--- src/hdl/sorted_table_binary_search_defines.svh ---
// ----------------------------------------------------------------------------
// Assertion macros for the sorted table search block
// Shared concurrent assertion forms, clocked and disabled during reset.
// ----------------------------------------------------------------------------
`ifndef SORTED_TABLE_BINARY_SEARCH_DEFINES_SVH
`define SORTED_TABLE_BINARY_SEARCH_DEFINES_SVH

// The consequent must hold in the same cycle as the antecedent.
`define STBS_ASSERT_NOW(label, clk, rst, ante, cons, msg) \
   label: assert property (@(posedge clk) disable iff (rst) (ante) |-> (cons)) \
      else $error(msg);

// The consequent must hold in the cycle after the antecedent.
`define STBS_ASSERT_NEXT(label, clk, rst, ante, cons, msg) \
   label: assert property (@(posedge clk) disable iff (rst) (ante) |=> (cons)) \
      else $error(msg);

`endif

--- src/hdl/stbs_pkg.sv ---
// ----------------------------------------------------------------------------
// Sorted table search package
// Sizes, codes, types and helper functions shared by the search block.
// ----------------------------------------------------------------------------
package stbs_pkg;

   localparam int TABLE_DEPTH = 1024;
   localparam int ENTRY_WIDTH = 32;

   localparam int IDX_W   = $clog2(TABLE_DEPTH);
   localparam int CNT_W   = $clog2(TABLE_DEPTH + 1);
   localparam int CFG_W   = 11;
   localparam int INDEX_W = 10;
   localparam int VALUE_W = 32;
   localparam int POS_W   = 10;
   localparam int CMP_W   = (CNT_W > CFG_W) ? CNT_W : CFG_W;

   localparam logic OP_WRITE  = 1'b0;
   localparam logic OP_SEARCH = 1'b1;

   typedef logic [IDX_W-1:0]              idx_type;
   typedef logic [CNT_W-1:0]              cnt_type;
   typedef logic signed [ENTRY_WIDTH-1:0] entry_type;

   typedef enum logic [1:0] {
      ST_IDLE,
      ST_SEARCH,
      ST_REPLY
   } state_type;

   typedef struct packed {
      logic      wr_en;
      idx_type   wr_addr;
      entry_type wr_data;
      logic      rd_en;
      idx_type   rd_addr;
   } ram_cmd_type;

   // The low entry bits of the value, sign-extended when the entry is wider.
   function automatic entry_type to_entry(input logic [VALUE_W-1:0] v);
      logic [63:0] wide;
      wide = {{(64 - VALUE_W){v[VALUE_W-1]}}, v};
      return wide[ENTRY_WIDTH-1:0];
   endfunction

   // Probe of the half-open interval [lo, hi); the caller ensures lo < hi.
   function automatic idx_type mid_of(input cnt_type lo, input cnt_type hi);
      cnt_type span;
      cnt_type m;
      span = hi - lo - cnt_type'(1);
      m    = lo + (span >> 1);
      return m[IDX_W-1:0];
   endfunction

   // Entry count limited to the table depth.
   function automatic cnt_type clamp_count(input logic [CFG_W-1:0] cfg);
      logic [CMP_W-1:0] ext;
      ext = CMP_W'(cfg);
      if (ext > CMP_W'(TABLE_DEPTH)) begin
         return CNT_W'(TABLE_DEPTH);
      end
      return CNT_W'(ext);
   endfunction

endpackage

--- src/hdl/stbs_channels.sv ---
// ----------------------------------------------------------------------------
// Sorted table search channels
// Valid/ready interfaces for requests, responses and the count register.
// ----------------------------------------------------------------------------
interface stbs_req_if;
   import stbs_pkg::*;

   logic               valid;
   logic               ready;
   logic               operation;
   logic [INDEX_W-1:0] entry_index;
   logic [VALUE_W-1:0] value;

   modport source (output valid, output operation, output entry_index, output value,
                   input ready);
   modport sink   (input valid, input operation, input entry_index, input value,
                   output ready);
endinterface

interface stbs_rsp_if;
   import stbs_pkg::*;

   logic             valid;
   logic             ready;
   logic             found;
   logic [POS_W-1:0] position;

   modport source (output valid, output found, output position, input ready);
   modport sink   (input valid, input found, input position, output ready);
endinterface

interface stbs_csr_if;
   import stbs_pkg::*;

   logic             valid;
   logic             ready;
   logic [CFG_W-1:0] entries_in_use;

   modport source (output valid, output entries_in_use, input ready);
   modport sink   (input valid, input entries_in_use, output ready);
endinterface

--- src/hdl/stbs_search_ctrl.sv ---
// ----------------------------------------------------------------------------
// Sorted table search controller
// Takes write and search transactions, steps the binary search through the
// table RAM one probe per cycle and stages each result for the response port.
// ----------------------------------------------------------------------------
`include "sorted_table_binary_search_defines.svh"

module stbs_search_ctrl (
   input  logic                 clock,
   input  logic                 reset,
   stbs_req_if.sink             req,
   stbs_rsp_if.source           rsp,
   stbs_csr_if.sink             csr,
   output stbs_pkg::ram_cmd_type ram_cmd,
   input  stbs_pkg::entry_type  ram_rd_data
);
   import stbs_pkg::*;

   state_type        state_ff, state_in;
   logic [CFG_W-1:0] entries_ff;
   cnt_type          lo_ff, lo_in;
   cnt_type          hi_ff, hi_in;
   idx_type          mid_ff, mid_in;
   entry_type        target_ff, target_in;
   logic             res_found_ff, res_found_in;
   logic [POS_W-1:0] res_pos_ff, res_pos_in;
   logic             rsp_valid_ff, rsp_valid_in;
   logic             rsp_found_ff;
   logic [POS_W-1:0] rsp_pos_ff;

   logic    req_fire;
   logic    slot_free;
   logic    rsp_load;
   logic    hit;
   logic    greater;
   logic    empty;
   logic    in_range;
   cnt_type count;
   cnt_type lo_step;
   cnt_type hi_step;

   assign req.ready = (state_ff == ST_IDLE);
   assign csr.ready = 1'b1;
   assign req_fire  = req.valid && req.ready;
   assign slot_free = !rsp_valid_ff || rsp.ready;
   assign rsp_load  = (state_ff == ST_REPLY) && slot_free;

   assign count    = clamp_count(entries_ff);
   assign in_range = (32'(req.entry_index) < TABLE_DEPTH);

   // The RAM output holds the entry at mid_ff while the search is running.
   assign hit     = (ram_rd_data == target_ff);
   assign greater = (ram_rd_data > target_ff);
   assign lo_step = greater ? lo_ff : (cnt_type'(mid_ff) + cnt_type'(1));
   assign hi_step = greater ? cnt_type'(mid_ff) : hi_ff;
   assign empty   = (lo_step >= hi_step);

   always_comb begin
      state_in = state_ff;
      unique case (state_ff)
         ST_IDLE: begin
            if (req_fire) begin
               if ((req.operation == OP_SEARCH) && (count != '0)) begin
                  state_in = ST_SEARCH;
               end else begin
                  state_in = ST_REPLY;
               end
            end
         end
         ST_SEARCH: begin
            if (hit || empty) begin
               state_in = ST_REPLY;
            end
         end
         ST_REPLY: begin
            if (slot_free) begin
               state_in = ST_IDLE;
            end
         end
         default: state_in = ST_IDLE;
      endcase
   end

   always_comb begin
      lo_in           = lo_ff;
      hi_in           = hi_ff;
      mid_in          = mid_ff;
      target_in       = target_ff;
      res_found_in    = res_found_ff;
      res_pos_in      = res_pos_ff;
      ram_cmd.wr_en   = 1'b0;
      ram_cmd.wr_addr = IDX_W'(req.entry_index);
      ram_cmd.wr_data = to_entry(req.value);
      ram_cmd.rd_en   = 1'b0;
      ram_cmd.rd_addr = mid_ff;
      unique case (state_ff)
         ST_IDLE: begin
            if (req_fire) begin
               res_found_in = 1'b0;
               res_pos_in   = '0;
               if (req.operation == OP_WRITE) begin
                  ram_cmd.wr_en = in_range;
               end else begin
                  target_in       = to_entry(req.value);
                  lo_in           = '0;
                  hi_in           = count;
                  mid_in          = mid_of('0, count);
                  ram_cmd.rd_en   = (count != '0);
                  ram_cmd.rd_addr = mid_in;
               end
            end
         end
         ST_SEARCH: begin
            if (hit) begin
               res_found_in = 1'b1;
               res_pos_in   = POS_W'(mid_ff);
            end else if (!empty) begin
               lo_in           = lo_step;
               hi_in           = hi_step;
               mid_in          = mid_of(lo_step, hi_step);
               ram_cmd.rd_en   = 1'b1;
               ram_cmd.rd_addr = mid_in;
            end
         end
         ST_REPLY: begin
         end
         default: begin
         end
      endcase
   end

   assign rsp_valid_in = rsp_load || (rsp_valid_ff && !rsp.ready);

   always_ff @(posedge clock) begin
      if (reset) begin
         state_ff     <= ST_IDLE;
         entries_ff   <= '0;
         rsp_valid_ff <= 1'b0;
      end else begin
         state_ff     <= state_in;
         rsp_valid_ff <= rsp_valid_in;
         if (csr.valid) begin
            entries_ff <= csr.entries_in_use;
         end
      end
   end

   always_ff @(posedge clock) begin
      lo_ff        <= lo_in;
      hi_ff        <= hi_in;
      mid_ff       <= mid_in;
      target_ff    <= target_in;
      res_found_ff <= res_found_in;
      res_pos_ff   <= res_pos_in;
      if (rsp_load) begin
         rsp_found_ff <= res_found_ff;
         rsp_pos_ff   <= res_pos_ff;
      end
   end

   assign rsp.valid    = rsp_valid_ff;
   assign rsp.found    = rsp_found_ff;
   assign rsp.position = rsp_pos_ff;

   `STBS_ASSERT_NOW(a_interval_ordered, clock, reset, state_ff == ST_SEARCH,
      (lo_ff < hi_ff) && (hi_ff <= cnt_type'(TABLE_DEPTH)), "search interval is empty or too wide")
   `STBS_ASSERT_NOW(a_probe_inside, clock, reset, state_ff == ST_SEARCH,
      (cnt_type'(mid_ff) >= lo_ff) && (cnt_type'(mid_ff) < hi_ff), "probe outside interval")
   `STBS_ASSERT_NOW(a_probe_was_read, clock, reset, state_ff == ST_SEARCH,
      $past(ram_cmd.rd_en) && ($past(ram_cmd.rd_addr) == mid_ff), "compare without matching read")

endmodule

--- src/flat_wrapper.sv ---
// flat-port wrapper written by rule: the top's interface ports become plain ports
module stbs_search_ctrl_flat import stbs_pkg::*;
  (clock, reset, ram_cmd, ram_rd_data, req_valid, req_operation, req_entry_index, req_value, req_ready, rsp_valid, rsp_found, rsp_position, rsp_ready, csr_valid, csr_entries_in_use, csr_ready);
  stbs_req_if req_i ();
  stbs_rsp_if rsp_i ();
  stbs_csr_if csr_i ();
  input  logic clock;
  input  logic reset;
  output stbs_pkg::ram_cmd_type ram_cmd;
  input  stbs_pkg::entry_type ram_rd_data;
  input wire logic [$bits(req_i.valid)-1:0] req_valid;
  input wire logic [$bits(req_i.operation)-1:0] req_operation;
  input wire logic [$bits(req_i.entry_index)-1:0] req_entry_index;
  input wire logic [$bits(req_i.value)-1:0] req_value;
  output wire logic [$bits(req_i.ready)-1:0] req_ready;
  output wire logic [$bits(rsp_i.valid)-1:0] rsp_valid;
  output wire logic [$bits(rsp_i.found)-1:0] rsp_found;
  output wire logic [$bits(rsp_i.position)-1:0] rsp_position;
  input wire logic [$bits(rsp_i.ready)-1:0] rsp_ready;
  input wire logic [$bits(csr_i.valid)-1:0] csr_valid;
  input wire logic [$bits(csr_i.entries_in_use)-1:0] csr_entries_in_use;
  output wire logic [$bits(csr_i.ready)-1:0] csr_ready;
  assign req_i.valid = req_valid;
  assign req_i.operation = req_operation;
  assign req_i.entry_index = req_entry_index;
  assign req_i.value = req_value;
  assign req_ready = req_i.ready;
  assign rsp_valid = rsp_i.valid;
  assign rsp_found = rsp_i.found;
  assign rsp_position = rsp_i.position;
  assign rsp_i.ready = rsp_ready;
  assign csr_i.valid = csr_valid;
  assign csr_i.entries_in_use = csr_entries_in_use;
  assign csr_ready = csr_i.ready;
  stbs_search_ctrl u_core (.clock(clock), .reset(reset), .req(req_i), .rsp(rsp_i), .csr(csr_i), .ram_cmd(ram_cmd), .ram_rd_data(ram_rd_data));
endmodule
--- config.mk ---
export PLATFORM = sky130hd
export DESIGN_NAME = stbs_search_ctrl_flat
export DESIGN_NICKNAME = d
export VERILOG_FILES = /design/src/hdl/stbs_pkg.sv /design/src/hdl/stbs_channels.sv /design/src/hdl/stbs_search_ctrl.sv /design/src/flat_wrapper.sv
export VERILOG_INCLUDE_DIRS = /design/src /design/src/hdl
export SDC_FILE = /design/constraint.sdc
export NUM_CORES = 1
export LEC_CHECK = 0
export BUFFER_PORTS_ARGS = -buffer_cell sky130_fd_sc_hd__buf_2
export CAP_MARGIN = 5
export CORE_UTILIZATION = 48
export DETAILED_ROUTE_END_ITERATION = 6
export PLACE_DENSITY = 0.72
export SLEW_MARGIN = 25
export SYNTH_ARGS = -nofsm -noshare
export SYNTH_HDL_FRONTEND = slang
export SYNTH_SLANG_ARGS = --single-unit
--- constraint.sdc ---
create_clock -name clock -period 13.5 [get_ports clock]
set_input_delay 3.375 -clock clock [delete_from_list [all_inputs] [get_ports clock]]
set_output_delay 3.375 -clock clock [all_outputs]
set_load 0.01 [all_outputs]
==> results_dict.tcl, run 1 <==
set metrics [dict create \
    cts_setup_buffers 0 \
    arrival_ns 9.59 \
    p_per_area_nw_per_um2 174 \
    hold_start "u_core.res_pos_ff[3]" \
    layout_common_cells "buf_2, edfxtp_1, inv_1" \
    dpl.hpwl_um 12500 \
    async_flop_share_pct 0 \
    stdcell_area_um2 7770 \
    p_switching_mw 0.541 \
    status "complete, no violations" \
    start_util_pct 49.8 \
    grt_max_degree 48 \
    max_freq_ghz 0.0771 \
    finalCritPeriodShare_pct 96.0 \
    max-vdd-ir-drop_mv 0.0836 \
    cts_buffers 9 \
    finalWirelength_um 15800 \
    startpoint "ram_rd_data[27]" \
    ys.flop_type "edfxtp_1" \
    synth_edf_count 86 \
    setup_tns_ns 0 \
    nets 934 \
    syn-num-nets 850 \
    report.final.slew_viol_count 0 \
    core_um2 14000 \
    ys_types 74 \
    io_pins 159 \
    p_int_mw 0.808 \
    io_buffers 137 \
    crit_path_end_kind "primary output" \
    synth.avg_cell_area_um2 10.0 \
    ant_nets 0 \
    r2r_start "u_core.target_ff[27]" \
    cts_tree "built" \
    vias 5357 \
    finalSetupViolations 0 \
    area_growth_pct 11.6 \
    final_common_cell "buf_2" \
    rsz0062_at_grt "no" \
    worst_pin_slew_ns 0.664 \
    cts_root_buffer "clkbuf_16" \
    wl_per_cell_um 16.4 \
    p_total_mw 1.35 \
    first_pass_iters 5 \
    syn_inst 695 \
    clock_sinks 100 \
    leakage_nw 3.59 \
    crit_type "input pin to primary output" \
    ys_seq_area_share_pct 41.1 \
    critPathLaunchType "input pin" \
    finalHoldViolations 0 \
    min_period_ns 12.97 \
    comb_power_share_pct 51.4 \
    die-area_um2 15000 \
    gp_congestion 0.911 \
    relSlewSlack_pct 55.7 \
    track_usage_pct 22.2 \
    die_w_um 122 \
    fin_skew_ns 0.00936 \
    dpl_cell_area_um2 7480 \
    drt_iter0_markers 281 \
    grt_overflow 0 \
    clkPwrFrac_pct 18.9 \
    yosys_register_bits 100 \
    cts_hold_buffers 0 \
    grt_pass1_vias 5238 \
    viasPerCell 5.56 \
    worstHoldPathType "register to register" \
    cap_violations 0 \
    seqPwrFrac_pct 29.8 \
    switching_share_pct 40.1 \
    htree_levels 3 \
    critPathRequiredTime_ns 10.12 \
    cts_buffer_depth 2 \
    antenna_found_initial 0 \
    diodes 0 \
    cts_resized 0 \
    synth_area_um2 6960 \
    rows 43 \
    clk_latency_ns 0.35 \
    drive_gt1_share_pct 22.8 \
    clkTransAtPathRegs_ns 0.06 \
    grt_pass1_wl_um 25600 \
    path_max_fanout 15 \
    drc_errors 0 \
    die_h_um 122 \
    ys_warn_count 0 \
]
## critical path: stages
cell and delay (ns):
buf_2 0.11, ha_1 0.32, nand4_1 0.16, or4_4 0.54, or4_4 0.59, o311ai_2 0.10
or3_4 0.27, nand2_4 0.18, mux2_2 0.36, ha_1 0.22, fa_1 0.49, nand4b_1 0.15
a211oi_1 0.14, o31ai_1 0.49, a21oi_1 0.13, nor2_1 0.13, xnor2_1 0.14, ha_1 0.32
a311o_1 0.29, a21oi_1 0.10, o21ai_0 0.11, o22ai_2 0.20, xnor3_1 0.35, o221ai_2 0.16
buf_2 0.17
## metal layers
| metal | share of wire (%) | global-route usage [%] | wire length (um) | vias to the layer above |
|---|---|---|---|---|
| li1 | - | - | - | 2600 |
| met1 | 45 | 29.4 | 7200 | 2555 |
| met2 | 47 | 36.7 | 7450 | 177 |
| met3 | 5.4 | 3.35 | 848 | 25 |
| met4 | 2.0 | 8.31 | 324 | 0 |
| met5 | 0 | 0 | 0 | - |
## cell families (layout without fill, tap and decap cells)
| kind of cell | count (synthesis) | count (layout) | share of synthesized area (%) |
|---|---|---|---|
| AO/OA/AOI/OAI | 143 | 143 | 14.3 |
| XOR/XNOR | 33 | 33 | 4.35 |
| other | 1 | 1 | 0.0539 |
| AND/OR/NAND/NOR | 183 | 183 | 13.7 |
| multiplexers | 31 | 31 | 4.51 |
| adder cells (fa/ha/maj) | 66 | 66 | 12.0 |
| flip-flops | 100 | 100 | 41.1 |
| buffers and inverters | 138 | 227 | 9.92 |
## layout make-up
class | instances | area [um^2]
Tap cell | 180 | 225
Sequential cell | 100 | 2860
Clock inverter | 4 | 48.8
Multi-Input combinational cell | 457 | 3410
Fill cell | 1266 | 6220
Clock buffer | 12 | 236
Inverter | 68 | 255
Timing Repair Buffer | 143 | 731
## synthesized netlist by cell type, drive strengths merged (4+ instances only)
library cell  number  share of area (%)
edfxtp            86                 37
inv               68                3.7
ha                62                 11
nor2              51                2.7
buf               49                5.1
a21oi             39                2.8
o21ai             33                2.5
nand2             31                1.8
mux2i             28                4.0
a21o              21                2.3
clkbuf            21                1.1
xnor2             21                2.6
nand3             20                1.5
dfxtp             14                4.0
and2              11               0.99
nor3              11               0.79
xor2              11                1.4
nor2b              9               0.81
o211ai             9               0.97
nand2b             8               0.72
and3               6               0.54
nand4              6               0.54
a211oi             5               0.72
nand3b             5               0.54
o221ai             5               0.72
or2                5               0.45
a221oi             4               0.50
or3                4               0.43
or4                4               0.54
## path summary, 6_finish.rpt
path	to	slack [ns]	depth (start not counted)
max	ram_cmd[9]	0.53	25
min	u_core.rsp.position[3]	0.42	0
max reg2reg	u_core.lo_ff[6]	6.84	25
min reg2reg	u_core.rsp.position[3]	0.42	0
## registers in the layout, summed over array words and instances (netlist names)
register,flops
u_core.rsp.valid,1
u_core.target_ff,32
u_core.lo_ff,11
u_core.mid_ff,10
u_core.entries_ff,11
u_core.res_found_ff,1
u_core.rsp.position,10
u_core.rsp.found,1
u_core.hi_ff,11
u_core.state_ff,2
u_core.res_pos_ff,10
## through the flow
| stage | instances | utilization (%) | worst slack, ns | hold slack [ns] |
|---|---|---|---|---|
| detailed placement | 948 | 53.5 | 0.587 | 0.405 |
| floorplan | 695 | - | 1.16 | 0.400 |
| global route | 964 | 55.5 | 0.0402 | 0.423 |
| global placement | 948 | 53.5 | 0.709 | 0.402 |
| CTS | 964 | 55.5 | 0.571 | 0.419 |
| finish | 964 | 55.5 | 0.534 | 0.418 |
## power groups by stage
stage / sequential [mW] / combinational (mW) / clock, mW
floorplan: 0.397 / 0.525 / 0
global placement: 0.406 / 0.668 / 0
detailed placement: 0.407 / 0.675 / 0
CTS: 0.401 / 0.682 / 0.261
global route: 0.405 / 0.765 / 0.273
finish: 0.401 / 0.693 / 0.254
(Power assumes the default switching activity.)
==> run 2: changes to the inputs <==
Clock period 13.5 ns to 14.2 ns, I/O delays scaled along.
==> run 2 against run 1 <==
Net effect: worst setup slack better by 0.32 ns; flip-flop and latch count stayed put; largest power group unchanged; clock-buffer cell count is 1 lower; critical endpoint unchanged; non-clock buffer count is 1 lower; critical path depth is 1 higher; cell area is 0.16% lower; worst hold slack hardly changed.
==> results_dict.tcl, run 2 (synthesis results as in run 1) <==
set metrics [dict create \
    status "complete, no violations" \
    dpl.hpwl_um 12600 \
    viasPerCell 5.53 \
    largest_reg_flops 32 \
    io_pins 159 \
    crit_path_end_kind "primary output" \
    r2r_cells 24 \
    cts_root_buffer "clkbuf_16" \
    cts_setup_buffers 0 \
    ant_nets 0 \
    cts_hold_buffers 0 \
    worstHoldPathType "register to register" \
    rsz0062_at_grt "no" \
    gp_congestion 0.906 \
    hold_depth 0 \
    grt_max_degree 48 \
    finalSetupViolations 0 \
    layout_common_cells "buf_2, edfxtp_1, inv_1" \
    cap_violations 0 \
    p_per_area_nw_per_um2 164 \
    die_w_um 122 \
    max-vdd-ir-drop_mv 0.0743 \
    relSlewSlack_pct 55.9 \
    worst_pin_slew_ns 0.661 \
    finalWirelength_um 15900 \
    leakage_nw 3.58 \
    die-area_um2 15000 \
    first_pass_iters 6 \
    critPathRequiredTime_ns 10.65 \
    die_h_um 122 \
    area_growth_pct 11.4 \
    final_common_cell "buf_2" \
    cts_tree "built" \
    critPathLaunchType "input pin" \
    io_buffers 137 \
    htree_levels 3 \
    top_register "u_core.target_ff" \
    track_usage_pct 22.2 \
    clk_latency_ns 0.36 \
    fillers 1264 \
    grt_overflow 0 \
    clock_sinks 100 \
    finalHoldViolations 0 \
    vias 5329 \
    start_util_pct 49.8 \
    antenna_found_initial 0 \
    drive_gt1_share_pct 23.0 \
    crit_type "input pin to primary output" \
    drc_errors 0 \
    multi_input_area_um2 3410 \
    seq_area_um2 2860 \
    grt_pass1_wl_um 25400 \
    rows 43 \
    cts_buffers 9 \
    report.final.slew_viol_count 0 \
    cts_resized 0 \
    finalCritPeriodShare_pct 94.0 \
    path_max_fanout 7 \
    nets 933 \
    arrival_ns 9.79 \
    max_freq_ghz 0.0750 \
    diodes 0 \
    core_um2 14000 \
    hold_ws_ns 0.417 \
    grt_pass1_vias 5134 \
    fin_skew_ns 0.00844 \
    min_period_ns 13.34 \
    clkTransAtPathRegs_ns 0.07 \
    cts_buffer_depth 2 \
    wl_per_cell_um 16.6 \
    setup_tns_ns 0 \
    drt_iter0_markers 274 \
]
## run 2: changes by cell type in the layout (fill, tap and decap cells not counted)
cell and delta:
bufinv_16 -1, clkbuf_1 -2, inv_6 -1, clkbuf_8 +1, clkinv_2 -1, clkinvlp_4 +2, buf_4 -1, clkinv_4 +2
## run 2: worst paths after layout
kind                             to                 start  slack (ns)
max                      ram_cmd[9]       ram_rd_data[31]        0.86
min          u_core.rsp.position[8]  u_core.res_pos_ff[8]        0.42
max reg2reg         u_core.lo_ff[4]  u_core.target_ff[31]        7.59
min reg2reg  u_core.rsp.position[8]  u_core.res_pos_ff[8]        0.42
## run 2: layout make-up
class	count	area share, %
clock buffer	11	3.13
clock inverter	5	0.484
inverter	68	3.29
multi-input combinational	457	44.0
sequential	100	36.9
tap	180	2.90
timing repair buffer	142	9.32
## run 2: report_power, final
group / internal (mW) / switching, mW / total (mW) / leakage (nW)
Clock: 0.124 / 0.108 / 0.232 / 0.132
Sequential: 0.358 / 0.0237 / 0.382 / 0.929
Combinational: 0.272 / 0.385 / 0.657 / 2.52
Total: 0.754 / 0.517 / 1.27 / 3.58
## run 2: critical path, cell delays in order
cell and delay (ns):
buf_2 0.11, ha_1 0.39, nand4_1 0.18, or4_4 0.47, or4_4 0.59, o311ai_2 0.10
nor3_1 0.16, o21ai_0 0.30, and2_1 0.31, inv_1 0.08, ha_1 0.33, a21oi_1 0.33
o31ai_1 0.18, a21o_1 0.21, a21oi_1 0.28, o21bai_1 0.10, a21oi_1 0.19, xnor2_1 0.15
ha_1 0.31, a311o_1 0.33, a21oi_1 0.10, o21ai_0 0.11, o22ai_2 0.21, xnor3_1 0.37
o221ai_2 0.16, buf_2 0.16
## run 2: routing by layer
layer	part of all wire [%]	GRT usage (%)	up-vias	routed length (um)
li1	-	-	2609	-
met1	46	29.4	2516	7330
met2	47	36.3	179	7430
met3	5.7	4.69	25	910
met4	1.7	6.48	0	263
met5	0	0	-	0
## run 2: through the flow
stage | power, mW | worst slack, ns | cell area, um^2 | instances | utilization [%]
after global placement | 1.02 | 1.05 | 7470 | 947 | 53.4
after CTS | 1.27 | 0.842 | 7750 | 963 | 55.4
final | 1.27 | 0.858 | 7760 | 963 | 55.5
after global routing | 1.35 | 0.325 | 7760 | 963 | 55.5
after detailed placement | 1.03 | 0.865 | 7470 | 947 | 53.4
after floorplan | 0.876 | 1.51 | 6960 | 695 | -
